$ cat src/tod_pkg.sv
// types, constants and helper functions shared by the time-of-day clock files
// no dependencies
package tod_pkg;

  localparam int unsigned DIGITS = 8;
  localparam int unsigned DIG_W = $clog2(DIGITS);

  localparam logic [6:0] DASH_PATTERN = 7'h40;
  localparam logic [7:0] TICKS_RESET = 8'd10;
  localparam logic [7:0] SCAN_RESET = 8'd3;

  localparam logic [4:0] HOURS_MAX = 5'd23;
  localparam logic [5:0] MINSEC_MAX = 6'd59;

  typedef enum logic [2:0] {
    OP_FAST = 3'd0,
    OP_SLOW = 3'd1,
    OP_SET  = 3'd2,
    OP_ADD  = 3'd3,
    OP_READ = 3'd4
  } op_e;

  typedef enum logic [0:0] {
    REG_TICKS = 1'b0,
    REG_SCAN  = 1'b1
  } reg_e;

  typedef struct packed {
    logic [2:0] opcode;
    logic       hold;
    logic [6:0] arg_hours;
    logic [6:0] arg_minutes;
    logic [6:0] arg_seconds;
  } cmd_t;

  typedef struct packed {
    logic [4:0] hours;
    logic [5:0] minutes;
    logic [5:0] seconds;
  } tod_time_t;

  typedef struct packed {
    logic [3:0] tens;
    logic [3:0] ones;
  } dec_t;

  typedef struct packed {
    logic [6:0] segments;
    logic [7:0] select;
    logic       update;
  } scan_t;

  function automatic logic [6:0] seg_of(input logic [3:0] d);
    logic [6:0] p;
    case (d)
      4'd0: p = 7'h3f;
      4'd1: p = 7'h06;
      4'd2: p = 7'h5b;
      4'd3: p = 7'h4f;
      4'd4: p = 7'h66;
      4'd5: p = 7'h6d;
      4'd6: p = 7'h7d;
      4'd7: p = 7'h07;
      4'd8: p = 7'h7f;
      4'd9: p = 7'h6f;
      default: p = 7'h00;
    endcase
    return p;
  endfunction

  // values stay below 64, so the tens digit comes from a few compares
  function automatic dec_t split_dec(input logic [5:0] v);
    dec_t r;
    logic [5:0] rest;
    if (v >= 6'd60) begin
      r.tens = 4'd6; rest = v - 6'd60;
    end else if (v >= 6'd50) begin
      r.tens = 4'd5; rest = v - 6'd50;
    end else if (v >= 6'd40) begin
      r.tens = 4'd4; rest = v - 6'd40;
    end else if (v >= 6'd30) begin
      r.tens = 4'd3; rest = v - 6'd30;
    end else if (v >= 6'd20) begin
      r.tens = 4'd2; rest = v - 6'd20;
    end else if (v >= 6'd10) begin
      r.tens = 4'd1; rest = v - 6'd10;
    end else begin
      r.tens = 4'd0; rest = v;
    end
    r.ones = rest[3:0];
    return r;
  endfunction

endpackage

$ cat src/tod_time.sv
// hours:minutes:seconds registers with the slow tick, set and add updates
// depends on tod_pkg
module tod_time import tod_pkg::*; (
  input  logic       clk_i,
  input  logic       rst_ni,
  input  logic       en_i,
  input  cmd_t       cmd_i,
  input  logic [7:0] ticks_per_sec_i,
  output tod_time_t  now_o,
  output tod_time_t  next_o
);

  tod_time_t  time_q, time_d;
  logic [7:0] sub_q, sub_d;

  logic [7:0] sub_inc;
  logic [7:0] sec_sum, min_sum, hr_sum, sec_rem, min_rem;
  logic [1:0] sec_cy, min_cy;
  logic [7:0] hr_rem;
  tod_time_t  tick_time;

  // one second forward with carries
  always_comb begin
    tick_time = time_q;
    if (time_q.seconds >= MINSEC_MAX) begin
      tick_time.seconds = '0;
      if (time_q.minutes >= MINSEC_MAX) begin
        tick_time.minutes = '0;
        tick_time.hours = (time_q.hours >= HOURS_MAX) ? 5'd0 : time_q.hours + 5'd1;
      end else begin
        tick_time.minutes = time_q.minutes + 6'd1;
      end
    end else begin
      tick_time.seconds = time_q.seconds + 6'd1;
    end
  end

  // add offset: sums stay below 192, so carries are 0 to 3
  always_comb begin
    sec_sum = {2'b00, time_q.seconds} + {1'b0, cmd_i.arg_seconds};
    if (sec_sum >= 8'd180) begin
      sec_cy = 2'd3; sec_rem = sec_sum - 8'd180;
    end else if (sec_sum >= 8'd120) begin
      sec_cy = 2'd2; sec_rem = sec_sum - 8'd120;
    end else if (sec_sum >= 8'd60) begin
      sec_cy = 2'd1; sec_rem = sec_sum - 8'd60;
    end else begin
      sec_cy = 2'd0; sec_rem = sec_sum;
    end
    min_sum = {2'b00, time_q.minutes} + {1'b0, cmd_i.arg_minutes} + {6'd0, sec_cy};
    if (min_sum >= 8'd180) begin
      min_cy = 2'd3; min_rem = min_sum - 8'd180;
    end else if (min_sum >= 8'd120) begin
      min_cy = 2'd2; min_rem = min_sum - 8'd120;
    end else if (min_sum >= 8'd60) begin
      min_cy = 2'd1; min_rem = min_sum - 8'd60;
    end else begin
      min_cy = 2'd0; min_rem = min_sum;
    end
    hr_sum = {3'b000, time_q.hours} + {1'b0, cmd_i.arg_hours} + {6'd0, min_cy};
    if (hr_sum >= 8'd144)      hr_rem = hr_sum - 8'd144;
    else if (hr_sum >= 8'd120) hr_rem = hr_sum - 8'd120;
    else if (hr_sum >= 8'd96)  hr_rem = hr_sum - 8'd96;
    else if (hr_sum >= 8'd72)  hr_rem = hr_sum - 8'd72;
    else if (hr_sum >= 8'd48)  hr_rem = hr_sum - 8'd48;
    else if (hr_sum >= 8'd24)  hr_rem = hr_sum - 8'd24;
    else                       hr_rem = hr_sum;
  end

  always_comb begin
    time_d  = time_q;
    sub_d   = sub_q;
    sub_inc = sub_q + 8'd1;
    case (op_e'(cmd_i.opcode))
      OP_SLOW: begin
        if (!cmd_i.hold) begin
          if (sub_inc >= ticks_per_sec_i) begin
            sub_d  = '0;
            time_d = tick_time;
          end else begin
            sub_d = sub_inc;
          end
        end
      end
      OP_SET: begin
        time_d.hours   = (cmd_i.arg_hours > 7'd23) ? HOURS_MAX : cmd_i.arg_hours[4:0];
        time_d.minutes = (cmd_i.arg_minutes > 7'd59) ? MINSEC_MAX : cmd_i.arg_minutes[5:0];
        time_d.seconds = (cmd_i.arg_seconds > 7'd59) ? MINSEC_MAX : cmd_i.arg_seconds[5:0];
      end
      OP_ADD: begin
        time_d.hours   = hr_rem[4:0];
        time_d.minutes = min_rem[5:0];
        time_d.seconds = sec_rem[5:0];
      end
      default: begin
      end
    endcase
  end

  always_ff @(posedge clk_i or negedge rst_ni) begin
    if (!rst_ni) begin
      time_q <= '0;
      sub_q  <= '0;
    end else if (en_i) begin
      time_q <= time_d;
      sub_q  <= sub_d;
    end
  end

  assign now_o  = time_q;
  assign next_o = time_d;

endmodule

$ cat src/tod_scan.sv
// display scan: prescaler, digit position and held segment pattern and select
// depends on tod_pkg
module tod_scan import tod_pkg::*; (
  input  logic       clk_i,
  input  logic       rst_ni,
  input  logic       en_i,
  input  logic [2:0] opcode_i,
  input  tod_time_t  time_i,
  input  logic [7:0] scan_divide_i,
  output scan_t      next_o
);

  logic [7:0]       pre_q, pre_d;
  logic [DIG_W-1:0] idx_q, idx_d;
  logic [6:0]       seg_q, seg_d;
  logic [7:0]       sel_q, sel_d;
  logic             upd;
  logic [7:0]       pre_inc;
  logic [6:0]       pattern;
  dec_t             hr_dec, min_dec, sec_dec;

  assign hr_dec  = split_dec({1'b0, time_i.hours});
  assign min_dec = split_dec(time_i.minutes);
  assign sec_dec = split_dec(time_i.seconds);

  // positions: H H - M M - S S, position 0 leftmost
  always_comb begin
    case (idx_q)
      3'd0: pattern = seg_of(hr_dec.tens);
      3'd1: pattern = seg_of(hr_dec.ones);
      3'd3: pattern = seg_of(min_dec.tens);
      3'd4: pattern = seg_of(min_dec.ones);
      3'd6: pattern = seg_of(sec_dec.tens);
      3'd7: pattern = seg_of(sec_dec.ones);
      default: pattern = DASH_PATTERN;
    endcase
  end

  always_comb begin
    pre_d   = pre_q;
    idx_d   = idx_q;
    seg_d   = seg_q;
    sel_d   = sel_q;
    upd     = 1'b0;
    pre_inc = pre_q + 8'd1;
    if (op_e'(opcode_i) == OP_FAST) begin
      if (pre_inc >= scan_divide_i) begin
        pre_d = '0;
        seg_d = pattern;
        sel_d = 8'(1) << idx_q;
        idx_d = idx_q + DIG_W'(1);
        upd   = 1'b1;
      end else begin
        pre_d = pre_inc;
      end
    end
  end

  always_ff @(posedge clk_i or negedge rst_ni) begin
    if (!rst_ni) begin
      pre_q <= '0;
      idx_q <= '0;
      seg_q <= '0;
      sel_q <= '0;
    end else if (en_i) begin
      pre_q <= pre_d;
      idx_q <= idx_d;
      seg_q <= seg_d;
      sel_q <= sel_d;
    end
  end

  assign next_o.segments = seg_d;
  assign next_o.select   = sel_d;
  assign next_o.update   = upd;

endmodule

$ cat src/time_of_day_clock_with_display_scan.sv
// top level: stream ports, request register, result register, config registers
// depends on tod_pkg, tod_time and tod_scan
// an accepted request waits in the request register until the result register is free
// throughput: one request per cycle while m_axis_tready is high, set by the single update
// pass of the time and scan registers between the request and result registers
// reset: time, sub-second count, scan state and held display clear to zero,
// registers return to 10 slow ticks per second and a scan divide of 3
module time_of_day_clock_with_display_scan import tod_pkg::*; (
  input  logic        clk_i,
  input  logic        rst_ni,
  input  logic        s_axis_tvalid,
  output logic        s_axis_tready,
  // hold, arg_hours, arg_minutes, arg_seconds from bit 0 up, zero filled
  input  logic [23:0] s_axis_tdata,
  // opcode
  input  logic [2:0]  s_axis_tuser,
  output logic        m_axis_tvalid,
  input  logic        m_axis_tready,
  // hours_now, minutes_now, seconds_now, segments, digit_select from bit 0 up
  output logic [31:0] m_axis_tdata,
  // display_update
  output logic [0:0]  m_axis_tuser,
  input  logic        psel,
  input  logic        penable,
  input  logic        pwrite,
  input  logic [2:0]  paddr,
  input  logic [31:0] pwdata,
  output logic [31:0] prdata,
  output logic        pready
);

  logic        in_valid_q, in_valid_d;
  cmd_t        cmd_q;
  logic        out_valid_q, out_valid_d;
  logic [31:0] out_data_q;
  logic        out_upd_q;
  logic [7:0]  ticks_q, scan_q;
  logic        s_acc, advance, cfg_wr;
  tod_time_t   time_now, time_next;
  scan_t       scan_next;

  assign pready = 1'b1;
  assign cfg_wr = psel & penable & pwrite;

  always_ff @(posedge clk_i or negedge rst_ni) begin
    if (!rst_ni) begin
      ticks_q <= TICKS_RESET;
      scan_q  <= SCAN_RESET;
    end else if (cfg_wr) begin
      case (reg_e'(paddr[2]))
        REG_TICKS: ticks_q <= pwdata[7:0];
        REG_SCAN:  scan_q  <= pwdata[7:0];
        default: begin
        end
      endcase
    end
  end

  always_comb begin
    case (reg_e'(paddr[2]))
      REG_TICKS: prdata = {24'd0, ticks_q};
      REG_SCAN:  prdata = {24'd0, scan_q};
      default:   prdata = '0;
    endcase
  end

  // the request register moves on when it holds a request and the result register is free or being taken
  assign advance       = in_valid_q & (~out_valid_q | m_axis_tready);
  assign s_axis_tready = ~in_valid_q | advance;
  assign s_acc         = s_axis_tvalid & s_axis_tready;

  always_comb begin
    in_valid_d = in_valid_q;
    if (s_acc)        in_valid_d = 1'b1;
    else if (advance) in_valid_d = 1'b0;
    out_valid_d = out_valid_q;
    if (advance)            out_valid_d = 1'b1;
    else if (m_axis_tready) out_valid_d = 1'b0;
  end

  always_ff @(posedge clk_i or negedge rst_ni) begin
    if (!rst_ni) begin
      in_valid_q  <= 1'b0;
      out_valid_q <= 1'b0;
    end else begin
      in_valid_q  <= in_valid_d;
      out_valid_q <= out_valid_d;
    end
  end

  always_ff @(posedge clk_i) begin
    if (s_acc) begin
      cmd_q.opcode      <= s_axis_tuser;
      cmd_q.hold        <= s_axis_tdata[0];
      cmd_q.arg_hours   <= s_axis_tdata[7:1];
      cmd_q.arg_minutes <= s_axis_tdata[14:8];
      cmd_q.arg_seconds <= s_axis_tdata[21:15];
    end
    if (advance) begin
      out_data_q <= {scan_next.select, scan_next.segments, time_next.seconds,
                     time_next.minutes, time_next.hours};
      out_upd_q  <= scan_next.update;
    end
  end

  tod_time u_time (
    .clk_i           (clk_i),
    .rst_ni          (rst_ni),
    .en_i            (advance),
    .cmd_i           (cmd_q),
    .ticks_per_sec_i (ticks_q),
    .now_o           (time_now),
    .next_o          (time_next)
  );

  tod_scan u_scan (
    .clk_i         (clk_i),
    .rst_ni        (rst_ni),
    .en_i          (advance),
    .opcode_i      (cmd_q.opcode),
    .time_i        (time_now),
    .scan_divide_i (scan_q),
    .next_o        (scan_next)
  );

  assign m_axis_tvalid = out_valid_q;
  assign m_axis_tdata  = out_data_q;
  assign m_axis_tuser  = out_upd_q;

  a_time_range: assert property (@(posedge clk_i) disable iff (!rst_ni)
    time_now.hours <= HOURS_MAX && time_now.minutes <= MINSEC_MAX
      && time_now.seconds <= MINSEC_MAX)
    else $error("time register out of range");

  a_update_onehot: assert property (@(posedge clk_i) disable iff (!rst_ni)
    out_valid_q && out_upd_q |-> $onehot(out_data_q[31:24]))
    else $error("scan update without a one-hot digit select");

  a_no_advance_without_request: assert property (@(posedge clk_i) disable iff (!rst_ni)
    !in_valid_q |=> $stable(time_now))
    else $error("time changed with no request in flight");

  a_result_follows_advance: assert property (@(posedge clk_i) disable iff (!rst_ni)
    advance |=> out_valid_q)
    else $error("advanced request did not reach the result register");

endmodule
$ cat config.mk
export PLATFORM = sky130hd
export DESIGN_NAME = time_of_day_clock_with_display_scan
export DESIGN_NICKNAME = d
export VERILOG_FILES = /design/src/tod_pkg.sv /design/src/tod_time.sv /design/src/tod_scan.sv /design/src/time_of_day_clock_with_display_scan.sv
export SDC_FILE = /design/constraint.sdc
export NUM_CORES = 1
export LEC_CHECK = 0
export ABC_AREA = 0
export BUFFER_PORTS_ARGS = -buffer_cell sky130_fd_sc_hd__buf_4
export CAP_MARGIN = 20
export CORE_ASPECT_RATIO = 0.75
export CORE_MARGIN = 4
export CORE_UTILIZATION = 45
export CTS_BUF_LIST = sky130_fd_sc_hd__clkbuf_4 sky130_fd_sc_hd__clkbuf_8
export DETAILED_ROUTE_END_ITERATION = 12
export GPL_TIMING_DRIVEN = 1
export SLEW_MARGIN = 25
export SYNTH_ARGS = -nofsm -noshare
export SYNTH_HDL_FRONTEND = slang
export SYNTH_SLANG_ARGS = --single-unit
$ cat constraint.sdc
create_clock -name clk_i -period 9.67 [get_ports clk_i]
set_input_delay 0 -clock clk_i [delete_from_list [all_inputs] [get_ports clk_i]]
set_output_delay 0 -clock clk_i [all_outputs]
set_load 0.01 [all_outputs]
# After elaboration in Yosys (flattened, before gate mapping)
# Memories as Yosys holds them, arrays and structs flattened.
# Index checks and enable logic that the tools add are counted.
# word_totals
regBits	127
out_inout_bits	68
n_memories	6
inputBits	69
romBits	672
# mem_list
memory	depth	word_bits	rd	rd_clocked_by_memory_dff	write_ports	line	text
(name not given)	16	7	1	0	0	tod_pkg.sv:55	case (d)
(name not given)	16	7	1	0	0	tod_pkg.sv:55	
(name not given)	16	7	1	0	0	tod_pkg.sv:55	
(name not given)	16	7	1	0	0	tod_pkg.sv:55	
(name not given)	16	7	1	0	0	tod_pkg.sv:55	
(name not given)	16	7	1	0	0	tod_pkg.sv:55	
# op_classes
reduce_logical	9
order_cmp	38
n_eq_ne	8
n_shift	1
bitwise	10
n_addsub	41
mux	78
# op_table
op	count
two-way mux 4 bit	33
case mux 32 bit (2 select lines)	1
two-way mux 6 bit	10
case mux 17 bit (3 select lines)	1
greater-or-equal comparator 6 bit (second input constant)	8
subtractor 4 bit (second input constant)	12
two-way mux 5 bit	9
case mux 7 bit (6 select lines)	1
greater-or-equal comparator 8 x 7 -> 1 bit (second input constant)	5
subtractor 6 bit (second input constant)	6
two-way mux 17 bit	2
two-way mux 8 bit	4
greater-or-equal comparator 6 x 5 -> 1 bit (second input constant)	4
greater-or-equal comparator 8 x 6 -> 1 bit (second input constant)	3
greater-or-equal comparator 8 bit (second input constant)	3
subtractor 5 bit (second input constant)	4
greater-or-equal comparator 5 x 6 -> 1 bit (second input constant)	3
adder 6 x 7 -> 8 bit	2
adder 8 x 1 -> 8 bit (second input constant)	2
adder 8 x 2 -> 8 bit	2
greater-or-equal comparator 8 bit	2
greater-or-equal comparator 5 bit (second input constant)	3
> comparator 7 x 6 -> 1 bit (second input constant)	2
two-way mux 7 bit	2
26 further kinds	61

# Logic depth before layout (Yosys ltp)
# Gate-level depths: netlist of run 1.
# depth
depth_word	19
depth_mapped	37
mapped_depth_nobuf	37

# Cells and area by module
# A second synthesis of run 1 with hierarchy kept.
# unflattened
hier_cells	1184
area_unflattened_um2	10959.3
# modules_own_cells
module	instances	cells_per_inst	seq_area_each_um2	area_per_inst_um2
tod_time	1	566	625.6	4272.8
tod_scan	1	482	650.6	3928.8
time_of_day_clock_with_display_scan	1	136	2197.1	2757.6

# Worst setup path after synthesis of run 1
# No wires, ideal clock.
# synth_timing
path_kind	flip-flop to flip-flop
startpoint	register u_time.time_q (netlist bit u_time.now_o[1])
endpoint	register out_data_q[4] (netlist: m_axis_tdata[4]), data pin
setup_slack_ns	1.629
t_required_ns	9.414
path_stages_with_launch	36
arrival_ns	7.785
period_less_slack_ns	8.041
setup_time_ns	0.256
path_cell_list	dfrtp_1 ha_1 a21o_1 a21oi_1 xor2_1 inv_1 ha_1 nand2_1 nand2_1 a21oi_1 inv_1 fa_1 ha_1 fa_1 xnor2_1 inv_1 ha_1 nand3b_1 nand2_1 a41oi_2 a21oi_1 fa_1 inv_1 ha_1 fa_1 xor2_1 inv_1 ha_1 and2_1 or3_1 a2111o_1 a21boi_0 o21bai_1 o2111ai_1 a21o_1 a21oi_1
# synth_lines
element	line	text
start: declaration	tod_time.sv:13	tod_time_t time_q, time_d;
start signal: assignment	tod_time.sv:105	time_q <= time_d;
end signal: assignment	time_of_day_clock_with_display_scan.sv:100	out_data_q <= {scan_next.select, scan_next.segments, time_next.seconds,
end: declaration	time_of_day_clock_with_display_scan.sv:35	logic [31:0] out_data_q;

==> metrics, run 1 <==
synth unique cells 102; post-DP HPWL 20900 µm; Max VDD drop 0.193 mV; Initial Utilization 0.464; Crit Path Class register to register; Iter 0 DRT Violations 702; Total GRT Usage 0.210; DR vias 9256; post-route cell area 12400 µm²; Num Clock Sinks 127; fill cell count 2184; FF+latch count, synth 127; PortBufs 83; total grt overflow 0; number of global-route vias before repair 8561; post-synthesis average cell area 8.89 µm²; Tmin final 8790 ps; number of CTS-inserted buffers 17; share of layout cells above drive strength 1 0.149; Startpoint Class register; hold crit path type input pin to async pin; WP data arrival 9000 ps; Clock Pin Slew Worst Setup and Hold Paths 90 ps; post-route antenna net violation count 0; Clock Tree Root clkbuf_8; R2R depth 35; Final Hold Fails 0; Die Ht 142 µm; Area after DPL 11600 µm²; Post-synth top cells nand2_1, ha_1, a21oi_1, o21ai_0, nor2_1; Slew HR 0.404; asr flop ratio synth 0.543; Seq/Total Area, Yosys 0.320; DR pass1 iterations 6; vias per cell 5.67; worst-skew pair later-pin latency 460 ps; Area Overhead vs Synth 14.7%; RSZ-0062 raised after global routing no; Worst Path Required 9880 ps; EDFF count, synth 58; Final Max Tran Viols 0; largest net degree at the start of global routing 70; WHS 106 ps; Net count, final 1511; Leakage 5.37 nW; first-pass GRT wire length 45700 µm; initial antenna violation count 0; drt total wl 28200 µm; synthesized area 10900 µm²; Syn Inst Count 1221; FP Rows 48; slowest library cell on the worst path edfxtp_1; Wirelength per Cell 17.3 µm; fmax 114 MHz; fin crit share 0.909; r2r startpoint cmd_q[1]$_DFFE_PP_; r2r setup slk 880 ps; # IOs 137; CTS tree done; Max Buffers Root-to-Sink 2; Synth top area share 0.160; sequential cell area 3470 µm²; Main synth FF type dfrtp_1; setup_tns 0 ps; Post-CTS Setup Bufs 0; dominant cells by area after synthesis edfxtp_1, dfrtp_1, ha_1, nand2_1, a21oi_1; cell with the most instances after synthesis nand2_1; Multi-input gate area 6820 µm²; Yosys Warn Count 0; most frequent CP cell ha_1; Critical Path Sink Type register; slew of the pin with the lowest slew margin 892 ps; Pwr per Cell Area 308 nW/µm²; clk_skew 14.3 ps; dominant cell type by area after synthesis edfxtp_1; maximum fanout along the worst path 9; H-tree depth 4; gpl congestion 0.892; r2r endpoint m_axis_tdata[4]$_DFFE_PP_; crit-path max cell delay 490 ps; status complete, no violations; max-cap violation count 0; core area 23400 µm²; DRC Markers 0; n_diodes 0; # setup viols final 0; Die X-Extent 187 µm; die area 26700 µm²
state kept, by name (all words and copies together), names as in the netlist:
name / flops
u_time.now_o: 17
m_axis_tdata: 32
u_scan.sel_q: 8
cmd_q: 25
m_axis_tuser: 1
m_axis_tvalid: 1
u_scan.pre_q: 8
scan_q: 8
u_time.sub_q: 8
u_scan.idx_q: 3
ticks_q: 8
u_scan.seg_q: 7
in_valid_q: 1
power by group:
part,leakage [nW],total [mW],switching [mW],internal [mW]
clock,0.237,0.557,0.235,0.322
combinational,3.71,2.44,1.44,1.01
sequential,1.43,0.840,0.165,0.675
total,5.37,3.84,1.84,2.00
timing repair:
| item | CTS | global route |
|---|---|---|
| hold endpoints to repair | 108 | 0 |
| hold buffers | 37 | 0 |
| setup endpoints to repair | 0 | 1 |
| gates resized for setup | 0 | 1 |
cell families (layout without fill, tap and decap cells):
family                   after synthesis  after routing  synth area share
AND/OR/NAND/NOR                      397            397             0.179
multiplexers                          31             31            0.0322
buffers and inverters                139            228            0.0600
XOR/XNOR                              37             37            0.0323
AO/OA/AOI/OAI                        366            366             0.231
flip-flops                           127            127             0.320
adder cells (fa/ha/maj)              122            122             0.146
other                                  2             25          0.000692
worst max-delay path by stage:
stage,cells after the start,end,from,slack [ps]
5_1_grt,34,m_axis_tdata[4]$_DFFE_PP_,u_time.now_o[2]$_DFFE_PN0P_,220
3_5_place_dp,35,m_axis_tdata[4]$_DFFE_PP_,cmd_q[1]$_DFFE_PP_,740
2_1_floorplan,35,m_axis_tdata[4]$_DFFE_PP_,u_time.now_o[1]$_DFFE_PN0P_,1630
6_report,35,m_axis_tdata[4]$_DFFE_PP_,cmd_q[1]$_DFFE_PP_,880
4_1_cts,35,m_axis_tdata[4]$_DFFE_PP_,cmd_q[1]$_DFFE_PP_,710
3_3_place_gp,35,m_axis_tdata[4]$_DFFE_PP_,cmd_q[1]$_DFFE_PP_,840
placed cells by master (no fill, tap or decap), types with 10 or more instances in the layout:
master / Yosys / routed
clkbuf_8: 0 / 19
nand2b_1: 16 / 16
xnor2_1: 20 / 19
inv_1: 68 / 67
nand2_1: 145 / 145
ha_1: 115 / 115
or3_1: 10 / 10
xor2_1: 15 / 15
dfrtp_1: 65 / 65
and2_1: 12 / 12
mux2_2: 27 / 27
nor3_1: 17 / 17
or2_2: 12 / 12
edfxtp_1: 58 / 58
o21ai_0: 87 / 87
nor2_1: 85 / 85
conb_1: 2 / 25
dlygate4sd3_1: 0 / 37
buf_4: 27 / 89
nand3_1: 28 / 28
a31oi_1: 20 / 20
nor2b_1: 10 / 10
a21oi_1: 92 / 92
a21o_1: 11 / 11
and3_1: 15 / 15
a211oi_1: 12 / 12
worst max-delay path, delay by kind of cell, from the launching register on:
family,cells,cell delay [ps]
fa+ha+maj,10,2990
compound gates,11,2340
xor+xnor,3,1240
simple gates,6,770
buf+inv,5,690
flops,1,490
cell type report:
class	instances	share of cell area
multi-input combinational	978	0.548
clock buffer	19	0.0210
inverter	69	0.0208
sequential	127	0.279
clock inverter	13	0.0168
tap	300	0.0302
timing repair buffer	127	0.0843
per-layer routing:
| metal | vias up | share of wire | track usage |
|---|---|---|---|
| met1 | 4334 | 0.50 | 0.317 |
| met3 | 31 | 0.059 | 0.0402 |
| met5 | - | 0 | 0 |
| met4 | 0 | 0.016 | 0.0552 |
| met2 | 290 | 0.43 | 0.309 |
| li1 | 4601 | - | - |
per-stage QoR:
step | power (mW) | cells | setup slack, ps | utilization
2_1_floorplan | 2.69 | 1244 | 1630 | -
5_1_grt | 4.20 | 1633 | 224 | 0.533
3_5_place_dp | 3.24 | 1564 | 737 | 0.496
6_report | 3.84 | 1633 | 882 | 0.533
4_1_cts | 3.83 | 1633 | 709 | 0.532
3_3_place_gp | 3.22 | 1564 | 840 | 0.496
No activity file was read; power rests on OpenSTA's default activity.
==> run 2: changes to the inputs <==
- PLACE_DENSITY: not set -> 0.67
- clock period: 9.67 -> 7.8 ns (I/O delays scaled with it)
==> run 2 against run 1 <==
  * Die area unchanged
  * Via count up 2.3%
  * Largest power group unchanged
  * Clock power up 11%
  * Clock-buffer cell count decreased by 1
  * Combinational power increased by 39%
==> metrics, run 2 (synthesis results as in run 1) <==
Tmin final 7450 ps (-1330 ps); PortBufs 83 (unchanged); r2r endpoint m_axis_tdata[4]$_DFFE_PP_; first-pass GRT wire length 46800 µm (+2.5%); sequential cell area 3470 µm² (about the same); worst-skew pair later-pin latency 470 ps (about the same); FP Rows 48 (unchanged); Leakage 5.48 nW (+2.0%); core area 23400 µm² (unchanged); total grt overflow 0 (unchanged); Net count, final 1538 (+1.8%); Area Overhead vs Synth 16.8%; n_diodes 0 (unchanged); fin crit share 0.956 (+0.0470); WP data arrival 7670 ps (-1330 ps); die area 26700 µm² (unchanged); # setup viols final 0 (unchanged); DR vias 9473 (+2.3%); Die X-Extent 187 µm (unchanged); largest net degree at the start of global routing 70 (unchanged); drt total wl 28900 µm (+2.5%); slew of the pin with the lowest slew margin 946 ps (+54.5 ps); Worst Path Required 8020 ps (-1860 ps); r2r setup slk 350 ps (-540 ps); Clock Pin Slew Worst Setup and Hold Paths 90 ps (about the same); Wirelength per Cell 17.4 µm (+0.85%); fmax 134 MHz (+18%); slowest library cell on the worst path edfxtp_1; Finished Layout Cells 1660 (+1.7%); Startpoint Class register; most common cell after layout, fill and taps aside nand2_1; Num Clock Sinks 127 (unchanged); DRC Markers 0 (unchanged); R2R depth 33 (-5.7%); Max Buffers Root-to-Sink 2 (unchanged); Multi-input gate area 6900 µm² (+1.1%); r2r startpoint cmd_q[0]$_DFFE_PP_; max reg flops 32 (unchanged); Final Max Tran Viols 0 (unchanged); maximum fanout along the worst path 5 (-4); Final Hold Fails 0 (unchanged); CTS tree done; most frequent cells in the layout nand2_1, buf_4, ha_1; post-DP HPWL 21400 µm (+2.8%); fill cell count 2119 (-3.0%); Clock Tree Root clkbuf_8; # IOs 137 (unchanged); Crit Path Class register to register; number of global-route vias before repair 8939 (+4.4%); post-route antenna net violation count 0 (unchanged); Critical Path Sink Type register; share of layout cells above drive strength 1 0.179 (+0.0301); Pwr per Cell Area 395 nW/µm² (+28%); Iter 0 DRT Violations 959 (+37%); Slew HR 0.364 (-0.0395); Total GRT Usage 0.215 (+0.00471); crit-path max cell delay 450 ps (-40 ps); vias per cell 5.71 (+0.68%); Max VDD drop 0.202 mV (+4.5%); max-cap violation count 0 (unchanged); H-tree depth 4 (unchanged); status complete, no violations; number of CTS-inserted buffers 17 (unchanged); DR pass1 iterations 5 (-1); final core utilization 0.543 (+0.00975); clk_skew 15.6 ps (+1.25 ps); initial antenna violation count 0 (unchanged); gpl congestion 0.950 (+6.6%); Die Ht 142 µm (unchanged); placed insts 1582 (+1.2%); Initial Utilization 0.464 (unchanged); hold crit path type input pin to async pin
==> run 2: cell type report <==
cell class	instances	share of cell area
repair buffers	154	0.0985
clock inverters	14	0.0142
well taps	300	0.0296
flip-flops and latches	127	0.274
clock buffers	18	0.0190
inverters	69	0.0204
multi-input cells	978	0.544
==> run 2: where the power goes <==
group / internal, mW / leakage [nW] / total (mW) / switching [mW]
Clock: 0.325 / 0.214 / 0.621 / 0.296
Combinational: 1.43 / 3.84 / 3.38 / 1.95
Sequential: 0.837 / 1.43 / 1.01 / 0.175
==> run 2: metal layers <==
metal | GRT usage | wire (µm) | vias to the layer above
li1 | - | - | 4658
met1 | 0.309 | 13700 | 4491
met2 | 0.330 | 12900 | 300
met3 | 0.0446 | 1970 | 24
met4 | 0.0603 | 364 | 0
met5 | 0 | 0 | -
==> run 2: worst max path at each step <==
stage	from	to	slack (ps)	cells past startpoint
6_report	cmd_q[0]$_DFFE_PP_	m_axis_tdata[4]$_DFFE_PP_	350	33
2_1_floorplan	u_time.now_o[1]$_DFFE_PN0P_	m_axis_tdata[4]$_DFFE_PP_	10	35
5_1_grt	cmd_q[1]$_DFFE_PP_	m_axis_tdata[3]$_DFFE_PP_	-30	35
4_1_cts	cmd_q[0]$_DFFE_PP_	m_axis_tdata[4]$_DFFE_PP_	10	30
3_3_place_gp	cmd_q[0]$_DFFE_PP_	m_axis_tdata[4]$_DFFE_PP_	150	30
3_5_place_dp	cmd_q[0]$_DFFE_PP_	m_axis_tdata[4]$_DFFE_PP_	-140	30
==> run 2: through the flow <==
step	cell area [µm²]	hold slack [ps]	setup TNS, ps	setup slack, ps	power (mW)
finish	12700	203	0	345	5.01
global route	12700	203	-30.0	-30.0	5.47
CTS	12600	179	0	12.1	4.90
detailed placement	11700	179	-164	-136	4.20
global placement	11700	178	0	149	4.15
floorplan	11000	-296	0	10.2	3.35
==> run 2: worst max-delay path, delay by kind of cell, from the launching register on <==
family	cells	cell delay, ps
fa+ha+maj	10	2860
compound gates	12	2270
simple gates	5	860
flops	1	450
xor+xnor	2	410
buf+inv	4	370
==> run 2: what timing repair did <==
action                                  4_1_cts  5_1_grt
pin swaps                                     1       11
hold buffers                                 37        0
endpoints found under the hold margin       108        0
endpoints found under the setup margin        3        4
gates resized for setup                       4       18
setup buffers                                 1        8
==> run 3: changes to the inputs <==
- PLACE_DENSITY: 0.67 -> 0.68
==> run 3 against run 2 <==
  * Clock power up 2%
  * Sequential power about the same
  * Clock skew down 1.2 ps
  * Largest power group unchanged
  * Cell area up 0.58%
  * Worst hold slack better by 15 ps
  * Non-clock buffer count up 2
  * Power up 1.7%
  * Sequential share of layout area down 0.16 points
  * Die area unchanged
  * Register-to-register slack worse by 160 ps
==> metrics, run 3 (synthesis results as in run 1) <==
Area Overhead vs Synth 17.5%; Clock Pin Slew Worst Setup and Hold Paths 80 ps (about the same); Final Max Tran Viols 0 (unchanged); Net count, final 1540 (+0.13%); DRC Markers 0 (unchanged); post-DP HPWL 21400 µm (-0.28%); first-pass GRT wire length 46300 µm (-1.0%); crit-path max cell delay 450 ps (about the same); Clock Tree Root clkbuf_8; DR pass1 iterations 5 (unchanged); Max Buffers Root-to-Sink 2 (unchanged); fmax 131 MHz (-2.1%); Max VDD drop 0.194 mV (-3.7%); Wirelength per Cell 17.5 µm (+0.31%); total grt overflow 0 (unchanged); Die Ht 142 µm (unchanged); placed insts 1582 (unchanged); number of CTS-inserted buffers 17 (unchanged); Pwr per Cell Area 400 nW/µm² (+1.1%); Iter 0 DRT Violations 865 (-9.8%); slew of the pin with the lowest slew margin 942 ps (-4.26 ps); Met3 Routed Length 1580 µm (-20%); CTS tree done; Initial Utilization 0.464 (unchanged); WP data arrival 7840 ps (+170 ps); # setup viols final 0 (unchanged); vias per cell 5.77 (+1.2%); number of global-route vias before repair 8853 (-0.96%); setup_tns 0 ps (unchanged); most common cell after layout, fill and taps aside nand2_1; clk_skew 14.4 ps (-1.22 ps); largest net degree at the start of global routing 70 (unchanged); post-route antenna net violation count 0 (unchanged); Total GRT Usage 0.213 (-0.00209); met2 routed WL 12800 µm (-0.46%); n_diodes 0 (unchanged); hold crit path type input pin to async pin; Finished Layout Cells 1661 (+0.060%); Worst Path Required 8020 ps (about the same); Leakage 5.50 nW (+0.29%); drt total wl 29000 µm (+0.37%); worst-skew pair later-pin latency 470 ps (about the same); r2r endpoint m_axis_tdata[4]$_DFFE_PP_; core area 23400 µm² (unchanged); r2r startpoint cmd_q[1]$_DFFE_PP_; Num Clock Sinks 127 (unchanged); Crit Path Class register to register; wire length on met1 14300 µm (+4.5%); # IOs 137 (unchanged); Tmin final 7610 ps (+160 ps); most frequent cells in the layout nand2_1, buf_4, ha_1; Die X-Extent 187 µm (unchanged); DR vias 9592 (+1.3%); FP Rows 48 (unchanged); slowest library cell on the worst path fa_2; Highest Signal Layer met4; max reg flops 32 (unchanged); Critical Path Sink Type register; initial antenna violation count 0 (unchanged); fin crit share 0.976 (+0.0206); H-tree depth 4 (unchanged); r2r setup slk 190 ps (-160 ps); R2R depth 36 (+9.1%); PortBufs 83 (unchanged); Final Hold Fails 0 (unchanged); status complete, no violations; Slew HR 0.367 (+0.00286); Startpoint Class register; share of layout cells above drive strength 1 0.181 (+0.00207); max-cap violation count 0 (unchanged); RSZ-0062 raised after global routing yes; gpl congestion 0.925 (-2.7%); die area 26700 µm² (unchanged); maximum fanout along the worst path 4 (-1)
[run 3: repair_timing]
action / CTS / global route
resized for setup: 5 / 23
setup buffers: 3 / 8
endpoints found under the setup margin: 4 / 4
cloned: 0 / 0
pin swaps: 2 / 17
hold buffers: 37 / 0
hold endpoints to repair: 108 / 0
[run 3: layout make-up]
type | count | area [µm²]
Inverter | 69 | 259
Sequential cell | 127 | 3470
Timing Repair Buffer | 156 | 1260
Tap cell | 300 | 375
Clock buffer | 17 | 234
Multi-Input combinational cell | 978 | 6960
Fill cell | 2085 | 10600
Clock inverter | 14 | 189
[run 3: power by group]
| part | internal (mW) | switching [mW] | total [mW] |
|---|---|---|---|
| clock network | 0.347 | 0.286 | 0.633 |
| logic | 1.47 | 1.99 | 3.46 |
| registers | 0.837 | 0.171 | 1.01 |
[run 3: how the worst max path moves through the flow]
stage | start | endpoint | cells past startpoint | slack, ps
detailed placement | cmd_q[0]$_DFFE_PP_ | m_axis_tdata[4]$_DFFE_PP_ | 30 | -210
CTS | cmd_q[0]$_DFFE_PP_ | m_axis_tdata[4]$_DFFE_PP_ | 30 | 20
finish | cmd_q[1]$_DFFE_PP_ | m_axis_tdata[4]$_DFFE_PP_ | 36 | 190
global route | cmd_q[1]$_DFFE_PP_ | m_axis_tdata[3]$_DFFE_PP_ | 35 | -150
global placement | cmd_q[0]$_DFFE_PP_ | m_axis_tdata[4]$_DFFE_PP_ | 30 | 120
floorplan | u_time.now_o[1]$_DFFE_PN0P_ | m_axis_tdata[4]$_DFFE_PP_ | 35 | 10
[run 3: critical path: cells and delay by family (launching register included)]
| family | cells | cell delay (ps) |
|---|---|---|
| flops | 1 | 440 |
| simple gates | 3 | 680 |
| mux | 1 | 310 |
| xor+xnor | 2 | 430 |
| buf+inv | 7 | 740 |
| compound gates | 14 | 2570 |
| fa+ha+maj | 9 | 2200 |
[run 3: metrics by stage]
step | setup WS [ps] | power [mW] | utilization | hold WS (ps) | instance area, µm²
floorplan | 10.2 | 3.35 | - | -296 | 11000
global placement | 125 | 4.14 | 0.503 | 179 | 11700
detailed placement | -206 | 4.19 | 0.503 | 179 | 11700
CTS | 21.0 | 4.90 | 0.538 | 223 | 12600
global route | -152 | 5.54 | 0.546 | 231 | 12800
finish | 185 | 5.10 | 0.546 | 218 | 12800
[run 3: metal layers]
| metal | track usage | vias up |
|---|---|---|
| li1 | - | 4656 |
| met1 | 0.318 | 4585 |
| met2 | 0.325 | 326 |
| met3 | 0.0348 | 25 |
| met4 | 0.0471 | 0 |
| met5 | 0 | - |
